### config.mk
export PLATFORM = sky130hd
export DESIGN_NAME = e2e_profile1_protect_check
export DESIGN_NICKNAME = d
export VERILOG_FILES = /design/src/sv/e2e_p1_pkg.sv /design/src/sv/e2e_profile1_protect_check.sv /design/src/sv/e2e_p1_frame.sv /design/src/sv/e2e_p1_check.sv
export SDC_FILE = /design/constraint.sdc
export NUM_CORES = 1
export LEC_CHECK = 0
export BUFFER_PORTS_ARGS = -buffer_cell sky130_fd_sc_hd__buf_2
export CAP_MARGIN = 0
export CELL_PAD_IN_SITES_DETAIL_PLACEMENT = 0
export CELL_PAD_IN_SITES_GLOBAL_PLACEMENT = 1
export CORE_MARGIN = 2
export CORE_UTILIZATION = 50
export CTS_BUF_LIST = sky130_fd_sc_hd__clkbuf_4
export DETAILED_ROUTE_END_ITERATION = 8
export PLACE_DENSITY = 0.87
export SLEW_MARGIN = 40
export SYNTH_ARGS = -nofsm -noshare
export SYNTH_HDL_FRONTEND = slang
export SYNTH_SLANG_ARGS = --single-unit
### constraint.sdc
create_clock -name clk -period 12.78 [get_ports clk]
set_clock_uncertainty 0.1 [all_clocks]
set_input_delay 3.195 -clock clk [delete_from_list [all_inputs] [get_ports clk]]
set_output_delay 3.195 -clock clk [all_outputs]
set_load 0.02 [all_outputs]
### src/sv/e2e_p1_pkg.sv
`default_nettype none

package e2e_p1_pkg;

	localparam int CFG_INDEX_W = 3;

	typedef enum logic [CFG_INDEX_W-1:0] {
		REG_DATA_ID          = 3'd0,
		REG_ID_MODE          = 3'd1,
		REG_NIBBLE_SELECT    = 3'd2,
		REG_COUNTER_POSITION = 3'd3,
		REG_CRC_POSITION     = 3'd4,
		REG_MAX_DELTA        = 3'd5
	} reg_index_t;

	typedef enum logic [0:0] {
		OP_PROTECT = 1'b0,
		OP_CHECK   = 1'b1
	} opcode_t;

	typedef enum logic [1:0] {
		ID_BOTH      = 2'd0,
		ID_LOW       = 2'd1,
		ID_ALTERNATE = 2'd2,
		ID_NIBBLE    = 2'd3
	} id_mode_t;

	typedef enum logic [2:0] {
		ST_OK        = 3'd0,
		ST_SOME_LOST = 3'd1,
		ST_WRONG_CRC = 3'd2,
		ST_WRONG_SEQ = 3'd3,
		ST_REPEATED  = 3'd4,
		ST_SYNC      = 3'd5,
		ST_INITIAL   = 3'd6
	} status_t;

	typedef enum logic [1:0] {
		SM_VALID   = 2'd0,
		SM_INVALID = 2'd1,
		SM_INIT    = 2'd2,
		SM_NO_DATA = 2'd3
	} sm_state_t;

	localparam logic [7:0] CRC_INIT = 8'hFF;
	localparam logic [7:0] CRC_XOR_OUT = 8'hFF;
	localparam logic [7:0] CRC_POLY = 8'h1D;

	typedef struct packed {
		logic [7:0] crc_acc;
		logic [7:0] cap_crc;
		logic [3:0] cap_cnt;
	} frame_t;

	typedef struct packed {
		logic [7:0] crc;
		status_t    status;
		sm_state_t  sm;
		logic       err;
	} result_t;

	// One CRC-8 update, most significant bit first.
	function automatic logic [7:0] crc8_step(input logic [7:0] crc, input logic [7:0] b);
		logic [7:0] x;
		x = crc ^ b;
		for (int k = 0; k < 8; k++) begin
			if (x[7]) begin
				x = {x[6:0], 1'b0} ^ CRC_POLY;
			end else begin
				x = {x[6:0], 1'b0};
			end
		end
		return x;
	endfunction

endpackage

`default_nettype wire

### src/sv/e2e_profile1_protect_check.sv
// End-to-end profile 1 protect and check, one message byte per beat.
// Input channel: in_valid/in_ready with opcode (0 protect, 1 check),
// data_byte and last_byte. Each accepted beat gives exactly one result beat
// on the output channel out_valid/out_ready: the byte passed on (with the
// counter nibble inserted in protect mode), and on the last byte the final
// CRC, and in check mode the status, state-machine state and error flag.
// Configuration: cfg_valid/cfg_ready with cfg_index and cfg_data; cfg_ready
// is always high. Write registers only while no message is in flight.
// A result beat appears in the cycle after its input beat is accepted.
// Throughput is one byte per cycle while each result is taken: the whole
// CRC update, data identifier fold and counter classification sit between
// the message state registers and the result register. On a stall the
// result register holds and in_ready drops, so at most one result waits.
// Reset clears configuration to defaults (counter at byte 1, CRC at byte 0,
// max delta 1), the running CRC to 0xFF, the counters and the first-message
// flag, and empties the result register.
`default_nettype none

module e2e_profile1_protect_check
	import e2e_p1_pkg::*;
#(
	parameter int MAX_MESSAGE_BYTES = 256,
	parameter int COUNTER_LIMIT = 14
) (
	input  wire logic                   clk,
	input  wire logic                   arst_n,
	input  wire logic                   in_valid,
	output logic                        in_ready,
	input  wire logic                   opcode,
	input  wire logic [7:0]             data_byte,
	input  wire logic                   last_byte,
	output logic                        out_valid,
	input  wire logic                   out_ready,
	output logic      [7:0]             out_byte,
	output logic                        message_done,
	output logic      [7:0]             crc_value,
	output logic      [2:0]             check_status,
	output logic      [1:0]             sm_state,
	output logic                        error_flag,
	input  wire logic                   cfg_valid,
	output logic                        cfg_ready,
	input  wire logic [CFG_INDEX_W-1:0] cfg_index,
	input  wire logic [15:0]            cfg_data
);

	logic [15:0] data_id_q;
	id_mode_t    id_mode_q;
	logic [1:0]  nibble_select_q;
	logic [7:0]  counter_position_q;
	logic [7:0]  crc_position_q;
	logic [3:0]  max_delta_q;

	logic        fire;
	opcode_t     op;
	logic [3:0]  send_counter;
	logic [7:0]  byte_out;
	frame_t      frame;
	result_t     result;

	logic        out_valid_q;
	logic [7:0]  out_byte_q;
	logic        done_q;
	result_t     result_q;

	assign cfg_ready = 1'b1;
	assign in_ready = !out_valid_q || out_ready;
	assign fire = in_valid && in_ready;
	assign op = opcode_t'(opcode);

	always_ff @(posedge clk or negedge arst_n) begin
		if (!arst_n) begin
			data_id_q <= '0;
			id_mode_q <= ID_BOTH;
			nibble_select_q <= '0;
			counter_position_q <= 8'd1;
			crc_position_q <= 8'd0;
			max_delta_q <= 4'd1;
		end else if (cfg_valid) begin
			case (reg_index_t'(cfg_index))
				REG_DATA_ID: data_id_q <= cfg_data;
				REG_ID_MODE: id_mode_q <= id_mode_t'(cfg_data[1:0]);
				REG_NIBBLE_SELECT: nibble_select_q <= cfg_data[1:0];
				REG_COUNTER_POSITION: counter_position_q <= cfg_data[7:0];
				REG_CRC_POSITION: crc_position_q <= cfg_data[7:0];
				REG_MAX_DELTA: max_delta_q <= cfg_data[3:0];
				default: ;
			endcase
		end
	end

	e2e_p1_frame #(
		.MAX_MESSAGE_BYTES(MAX_MESSAGE_BYTES)
	) u_frame (
		.clk             (clk),
		.arst_n          (arst_n),
		.fire            (fire),
		.opcode          (op),
		.data_byte       (data_byte),
		.last_byte       (last_byte),
		.send_counter    (send_counter),
		.counter_position(counter_position_q),
		.crc_position    (crc_position_q),
		.out_byte        (byte_out),
		.frame           (frame)
	);

	e2e_p1_check #(
		.COUNTER_LIMIT(COUNTER_LIMIT)
	) u_check (
		.clk          (clk),
		.arst_n       (arst_n),
		.fire         (fire),
		.opcode       (op),
		.last_byte    (last_byte),
		.frame        (frame),
		.data_id      (data_id_q),
		.id_mode      (id_mode_q),
		.nibble_select(nibble_select_q),
		.max_delta    (max_delta_q),
		.send_counter (send_counter),
		.result       (result)
	);

	always_ff @(posedge clk or negedge arst_n) begin
		if (!arst_n) begin
			out_valid_q <= 1'b0;
		end else if (fire) begin
			out_valid_q <= 1'b1;
		end else if (out_ready) begin
			out_valid_q <= 1'b0;
		end
	end

	always_ff @(posedge clk) begin
		if (fire) begin
			out_byte_q <= byte_out;
			done_q <= last_byte;
			result_q <= result;
		end
	end

	assign out_valid = out_valid_q;
	assign out_byte = out_byte_q;
	assign message_done = done_q;
	assign crc_value = result_q.crc;
	assign check_status = result_q.status;
	assign sm_state = result_q.sm;
	assign error_flag = result_q.err;

endmodule

`default_nettype wire

### src/sv/e2e_p1_frame.sv
`default_nettype none

module e2e_p1_frame
	import e2e_p1_pkg::*;
#(
	parameter int MAX_MESSAGE_BYTES = 256
) (
	input  wire logic       clk,
	input  wire logic       arst_n,
	input  wire logic       fire,
	input  wire opcode_t    opcode,
	input  wire logic [7:0] data_byte,
	input  wire logic       last_byte,
	input  wire logic [3:0] send_counter,
	input  wire logic [7:0] counter_position,
	input  wire logic [7:0] crc_position,
	output logic      [7:0] out_byte,
	output frame_t          frame
);

	localparam int IW = $clog2(MAX_MESSAGE_BYTES + 1);
	localparam int PW = (IW > 8) ? IW : 8;
	localparam logic [IW-1:0] IDX_MAX = IW'(MAX_MESSAGE_BYTES);

	logic [IW-1:0] byte_index_q;
	logic [7:0]    running_crc_q;
	logic [7:0]    cap_crc_q;
	logic [3:0]    cap_cnt_q;

	logic          in_range;
	logic          at_cnt;
	logic          at_crc;
	logic [7:0]    byte_mod;

	always_comb begin
		in_range = (byte_index_q < IDX_MAX);
		at_cnt = in_range && (PW'(byte_index_q) == PW'(counter_position));
		at_crc = in_range && (PW'(byte_index_q) == PW'(crc_position));
		byte_mod = data_byte;
		if ((opcode == OP_PROTECT) && at_cnt) begin
			byte_mod = {data_byte[7:4], send_counter};
		end
		out_byte = byte_mod;
		frame.cap_cnt = at_cnt ? byte_mod[3:0] : cap_cnt_q;
		frame.cap_crc = at_crc ? byte_mod : cap_crc_q;
		frame.crc_acc = at_crc ? running_crc_q : crc8_step(running_crc_q, byte_mod);
	end

	always_ff @(posedge clk or negedge arst_n) begin
		if (!arst_n) begin
			byte_index_q <= '0;
			running_crc_q <= CRC_INIT;
			cap_crc_q <= '0;
			cap_cnt_q <= '0;
		end else if (fire) begin
			if (last_byte) begin
				byte_index_q <= '0;
				running_crc_q <= CRC_INIT;
				cap_crc_q <= '0;
				cap_cnt_q <= '0;
			end else begin
				if (in_range) begin
					byte_index_q <= byte_index_q + IW'(1);
				end
				running_crc_q <= frame.crc_acc;
				cap_crc_q <= frame.cap_crc;
				cap_cnt_q <= frame.cap_cnt;
			end
		end
	end

endmodule

`default_nettype wire

### src/sv/e2e_p1_check.sv
`default_nettype none

module e2e_p1_check
	import e2e_p1_pkg::*;
#(
	parameter int COUNTER_LIMIT = 14
) (
	input  wire logic        clk,
	input  wire logic        arst_n,
	input  wire logic        fire,
	input  wire opcode_t     opcode,
	input  wire logic        last_byte,
	input  wire frame_t      frame,
	input  wire logic [15:0] data_id,
	input  wire id_mode_t    id_mode,
	input  wire logic [1:0]  nibble_select,
	input  wire logic [3:0]  max_delta,
	output logic      [3:0]  send_counter,
	output result_t          result
);

	localparam logic [4:0] MOD_N = 5'(COUNTER_LIMIT + 1);
	localparam logic [3:0] LIMIT = 4'(COUNTER_LIMIT);

	// The last good counter is kept already reduced modulo the counter range.
	logic [3:0] send_counter_q;
	logic [3:0] last_good_q;
	logic       first_seen_q;

	logic [7:0] id_lo;
	logic [7:0] id_hi;
	logic [7:0] fold_byte;
	logic [7:0] crc_one;
	logic [7:0] crc_fold;
	logic [7:0] crc_final;
	logic [4:0] rc5;
	logic [4:0] lg5;
	logic [4:0] delta;
	logic [4:0] rc_mod;
	status_t    status;
	logic       lg_update;
	logic [3:0] lg_next;

	function automatic logic [4:0] mod_n(input logic [3:0] v);
		logic [4:0] r;
		r = {1'b0, v};
		for (int k = 0; k < 8; k++) begin
			if (r >= MOD_N) begin
				r = r - MOD_N;
			end
		end
		return r;
	endfunction

	always_comb begin
		id_lo = data_id[7:0];
		id_hi = data_id[15:8];
		case (id_mode)
			ID_ALTERNATE: fold_byte = frame.cap_cnt[0] ? id_hi : id_lo;
			ID_NIBBLE: begin
				case (nibble_select)
					2'd0: fold_byte = {4'h0, data_id[3:0]};
					2'd1: fold_byte = {4'h0, data_id[7:4]};
					2'd2: fold_byte = {4'h0, data_id[11:8]};
					default: fold_byte = {4'h0, data_id[15:12]};
				endcase
			end
			default: fold_byte = id_lo;
		endcase
		crc_one = crc8_step(frame.crc_acc, fold_byte);
		crc_fold = (id_mode == ID_BOTH) ? crc8_step(crc_one, id_hi) : crc_one;
		crc_final = crc_fold ^ CRC_XOR_OUT;

		rc5 = {1'b0, frame.cap_cnt};
		lg5 = {1'b0, last_good_q};
		rc_mod = mod_n(frame.cap_cnt);
		delta = (rc5 >= lg5) ? (rc5 - lg5) : (rc5 + MOD_N - lg5);

		status = ST_OK;
		lg_update = 1'b0;
		lg_next = frame.cap_cnt;
		if (frame.cap_crc != crc_final) begin
			status = ST_WRONG_CRC;
		end else if (!first_seen_q) begin
			status = ST_INITIAL;
			lg_update = 1'b1;
			lg_next = rc_mod[3:0];
		end else if (frame.cap_cnt > LIMIT) begin
			status = ST_WRONG_SEQ;
		end else if (delta == 5'd0) begin
			status = ST_REPEATED;
		end else begin
			lg_update = 1'b1;
			if (delta == 5'd1) begin
				status = ST_OK;
			end else if (delta <= {1'b0, max_delta}) begin
				status = ST_SOME_LOST;
			end else begin
				status = ST_SYNC;
			end
		end

		result.crc = 8'h00;
		result.status = ST_OK;
		result.sm = SM_VALID;
		result.err = 1'b0;
		if (last_byte) begin
			result.crc = crc_final;
			if (opcode == OP_CHECK) begin
				result.status = status;
				case (status)
					ST_OK, ST_SOME_LOST: result.sm = SM_VALID;
					ST_WRONG_CRC, ST_WRONG_SEQ, ST_REPEATED: begin
						result.sm = SM_INVALID;
						result.err = 1'b1;
					end
					ST_SYNC: result.sm = SM_INIT;
					default: result.sm = SM_NO_DATA;
				endcase
			end
		end
		send_counter = send_counter_q;
	end

	always_ff @(posedge clk or negedge arst_n) begin
		if (!arst_n) begin
			send_counter_q <= '0;
			last_good_q <= '0;
			first_seen_q <= 1'b0;
		end else if (fire && last_byte) begin
			if (opcode == OP_PROTECT) begin
				if (send_counter_q >= LIMIT) begin
					send_counter_q <= '0;
				end else begin
					send_counter_q <= send_counter_q + 4'd1;
				end
			end else begin
				if (lg_update) begin
					last_good_q <= lg_next;
				end
				if (status == ST_INITIAL) begin
					first_seen_q <= 1'b1;
				end
			end
		end
	end

endmodule

`default_nettype wire
# Word-level counts from Yosys, hierarchy flattened
# Cells that the tools add are included.
# classes
n_addsub	13
n_lt_le_gt_ge	13
n_eq_ne	19
muxes	63
n_bitwise	29
reduce_logical	27
# op_table
operator	count
$mux 5	32
$not 4->4	24
$mux 8	6
$ge 5x4->1 const B	7
$sub 5x4->5 const B	6
$mux 4	7
$xor 8x8->8	3
$eq 9x8->1	2
$mux 3	6
$mux 9	2
$reduce_and 2->1	9
$pmux 8 s2	1
$eq 3x3->1 const B	5
$eq 3x2->1 const B	4
$pmux 4 s3	1
$add 9x1->9 const B	1
$lt 9x9->1 const B	1
$ge 4x4->1 const B	2
$ne 8x8->1	1
$not 8->8	1
$mux 1	7
$eq 2x2->1 const B	3
$eq 3x1->1 const B	2
$logic_not 3->1	2
other kinds (22)	29
# word_totals
register_bits	102
output_inout_bits	26
wordCells	184

# Depth between registers and ports, before layout
# logic_depth
word_depth	63
depth_mapped	50
depth_no_buf	46

# Modules after synthesis
# Synthesis repeated with hierarchy kept, for this count alone.
# hier_totals
hier_cells	870
area_unflattened_um2	8570.7
# by_module_without_submodules
mod	instances	cells_per_inst	area_per_inst_um2
e2e_p1_check	1	506	4066.4
e2e_profile1_protect_check	1	117	2292.2
e2e_p1_frame	1	247	2212.1

# Least setup slack after synthesis
# No wires, ideal clock.
# synth_timing
path_kind	input port to flip-flop
startpoint	in opcode
endpoint	reg u_check.last_good_q[0]
setup_time_ns	0.126
t_arrival_ns	12.145
required_time_ns	12.554
path_slack_ns	0.409
path_stages	44
path_cell_list	clkbuf_1 -> clkbuf_1 -> mux2_2 -> mux2i_1 -> inv_1 -> ha_1 -> clkbuf_1 -> a21oi_1 -> a41oi_1 -> o21a_1 -> and3_1 -> nor3_1 -> ha_1 -> a21oi_1 -> a2111oi_0 -> a211o_1 -> nand3_1 -> inv_1 -> (+8 left out) -> or4_1 -> or2_2 -> inv_1 -> ha_1 -> inv_1 -> a2111oi_0 -> nor3_1 -> nor3_2 -> and2_1 -> ha_1 -> inv_1 -> a31o_2 -> o22a_1 -> a21o_1 -> a211oi_1 -> o41ai_1 -> mux2i_1 -> mux2i_1
# synth_between
elab_chain_cells	37
word_cells_on_any_way	99
# synth_lines
item	line	text
start: declaration	e2e_profile1_protect_check.sv:29	input wire logic opcode,
branches (longest 37 deep; another with $sub 4x4->5)	-	
end signal: assignment	e2e_p1_check.sv:139	last_good_q <= lg_next;
end: declaration	e2e_p1_check.sv:27	logic [3:0] last_good_q;
# Parallel ways; which one is timed is not known.
# A chain may end at the register's enable or synchronous reset.

# Final worst setup path
# layout_timing
startpoint	in opcode
endpoint	reg u_check.last_good_q[3]
# Same word-level chain as after synthesis.

==> metrics.txt <==
status=completed; Cell Area, Synth=8180 µm²; commonest non-fill, non-tap cells in the layout=69 x dfrtp_1, 56 x buf_2, 52 x o21ai_0; CTS sink cnt=102; CTS root buffer=clkbuf_4; IO Pins=60; Worst setup EP type=register; Critical Path RT=13.10 ns; Slew @ Worst Pin=0.903 ns; DRT iter0 DRCs=661; RD Place Congestion=0.891; total die area=17,400 µm²; WL per Instance=approximately 18 µm; # setup viols final=0; initial antenna violation count=0; Distinct cells, synth=86; final number of hold-violating endpoints=0; cells taking the most area after synthesis=dfrtp_1 21%, edfxtp_1 8.4%, mux2_2 5.8%; nets@finish=937; type of origin of the critical path=input port; vias in the first global route=6,275; Post-synth EDFFs=23; mean post-synth cell area=9.81 µm²; Yosys top cell by area=dfrtp_1; commonest non-fill, non-tap cell in the layout=dfrtp_1; CTS tree=yes; Post-Route WL=19,900 µm; core area=about 16,000 µm²; Yosys Warn Count=0; Mapped Cells=834; min-delay worst type=reg2reg; first-pass GRT wire length=32,700 µm; ANT cells=0; fraction of the cycle the final worst path needs=93.8%; clk slew on worst S/H paths=0.16 ns; Worst path slowest cell=or4_1; worst path arrival time=12.31 ns; total iterations of the first detailed-routing run=5; syn_nets=890; clock latency on the worst-skew pair=roughly 0.48 ns; Core Util, Final=between 50% and 60%; cell mode on critical path=ha_1; share of layout cells above drive strength 1=20.3%; Horiz. Die Dim=132 µm; clk buf depth=2; port buffer count=58; post-DP HPWL=15,100 µm; type of the worst setup path=in2reg; Vias=approximately 6,600; H-Tree Depth=3; min Tclk post-route=11.98 ns; RSZ-0062 raised after global routing=false; Max Cap Violations=0; ys async rst share=between 70% and 80%; flops & latches, synth=102; Rows=46; postcts setup bufs=0; P&R area growth vs syn=8.68%; predominant post-synthesis flop cell=dfrtp_1; via/cell ratio=6.00; grt total ovfl=0; post-route ant nets=0; GR Util met3=3.46%; Initial Util=51.3%; GR Layer Usage met2=35.1%; post-place setup slack=0.143 ns; setup TNS=0 ns; max-slew violations=0; Slew headroom=roughly two fifths; register area share after synthesis=around 33%; Die Ht=132 µm; met1 usage=34.8%; top cell type's share of synthesized area=21.1%; CTS Buf Count=9; CP max stage delay=around 0.5 ns; GRT Overall Usage=between 20% and 30%; FMAX=83.5 MHz; largest net degree at the start of global routing=72; post-route worst setup slack=about 0.8 ns; Worst Path Max Fanout=19; most used routing layer=met2; drt drc=0
worst max-delay path, delay by kind of cell:
kind,cells,cell delay (ns)
compound gates,10,2.19
fa+ha+maj,6,1.56
buf+inv,6,0.72
mux,5,0.97
simple gates,17,3.66
synth_stat cells (8+ instances only):
library cell  count
nand2_1          51
ha_1             20
nor4_1            8
a31oi_1          11
inv_1            38
edfxtp_1         23
and3_1            8
mux2_2           42
nor2b_1          19
xnor3_1          12
nor2_1           45
dfrtp_1          69
mux2i_1          30
a21o_1           12
a21oi_1          30
and2_1            9
clkbuf_1         23
dfstp_2          10
o21ai_0          52
xnor2_1          49
or2_2             9
nor3_1           22
nand4_1          15
xor2_1           37
a211oi_1          9
o31ai_1           8
nand3_1          17
area by class of cell:
cell class,instances,area (µm²)
clock inverter,7,92.6
sequential,102,2680
multi-input combinational,660,5260
tap,216,270
timing repair buffer,69,382
clock buffer,9,67.6
inverter,39,146
fill,1432,7050
final timing paths:
kind	from	end	slack (ns)	cells past startpoint
worst min register to register	u_frame.cap_crc_q[5]	u_frame.cap_crc_q[5]	0.41	2
max in group asynchronous	arst_n	crc_position_q[6]	9.32	2
worst max register to register	u_frame.byte_index_q[5]	u_check.last_good_q[3]	2.21	45
worst max-delay path	opcode	u_check.last_good_q[3]	0.80	44
min in group asynchronous	arst_n	u_frame.cap_crc_q[3]	2.40	1
worst min-delay path	u_frame.cap_crc_q[5]	u_frame.cap_crc_q[5]	0.41	2
metrics by stage:
step	cell area [µm²]	cells	hold WS [ns]
finish	8890	1102	0.412
global route	8890	1102	0.443
CTS	8860	1102	0.415
detailed placement	8700	1086	0.381
global placement	8690	1086	0.361
floorplan	8180	834	0.350
flip-flops by register name (all words and copies together), names as in the netlist:
name	count
check_status	3
max_delta_q	4
id_mode_q	2
out_byte	8
error_flag	1
u_frame.cap_crc_q	8
sm_state	2
u_frame.running_crc_q	8
data_id_q	16
u_frame.cap_cnt_q	4
nibble_select_q	2
u_check.last_good_q	4
u_frame.byte_index_q	9
u_check.send_counter	4
crc_value	8
out_valid	1
message_done	1
counter_position_q	8
crc_position_q	8
u_check.first_seen_q	1
routing by layer:
metal,share of wire (%),vias to the layer above
met3,5.4,19
met1,49,3221
met4,1.1,0
li1,-,3183
met2,45,192
met5,0,-
what timing repair did:
action                                  in CTS  in global routing
gates resized for setup                      0                  5
endpoints found under the setup margin       0                  4
hold endpoints to repair                     0                  0
hold buffers                                 0                  0
cell families after synthesis:
| group | count (synthesis) | share of synthesized area [%] |
|---|---|---|
| fa+ha+maj | 22 | 3.55 |
| buf+inv | 72 | 3.56 |
| xor+xnor | 109 | 15.4 |
| simple gates | 235 | 15.2 |
| compound gates | 212 | 18.1 |
| flops | 102 | 32.7 |
| mux | 80 | 11.3 |
| other cells | 2 | 0.0918 |
Power is left out: the tool's default activity adds up to more than one toggle a clock period on the data nets, which glitch-free logic cannot reach.
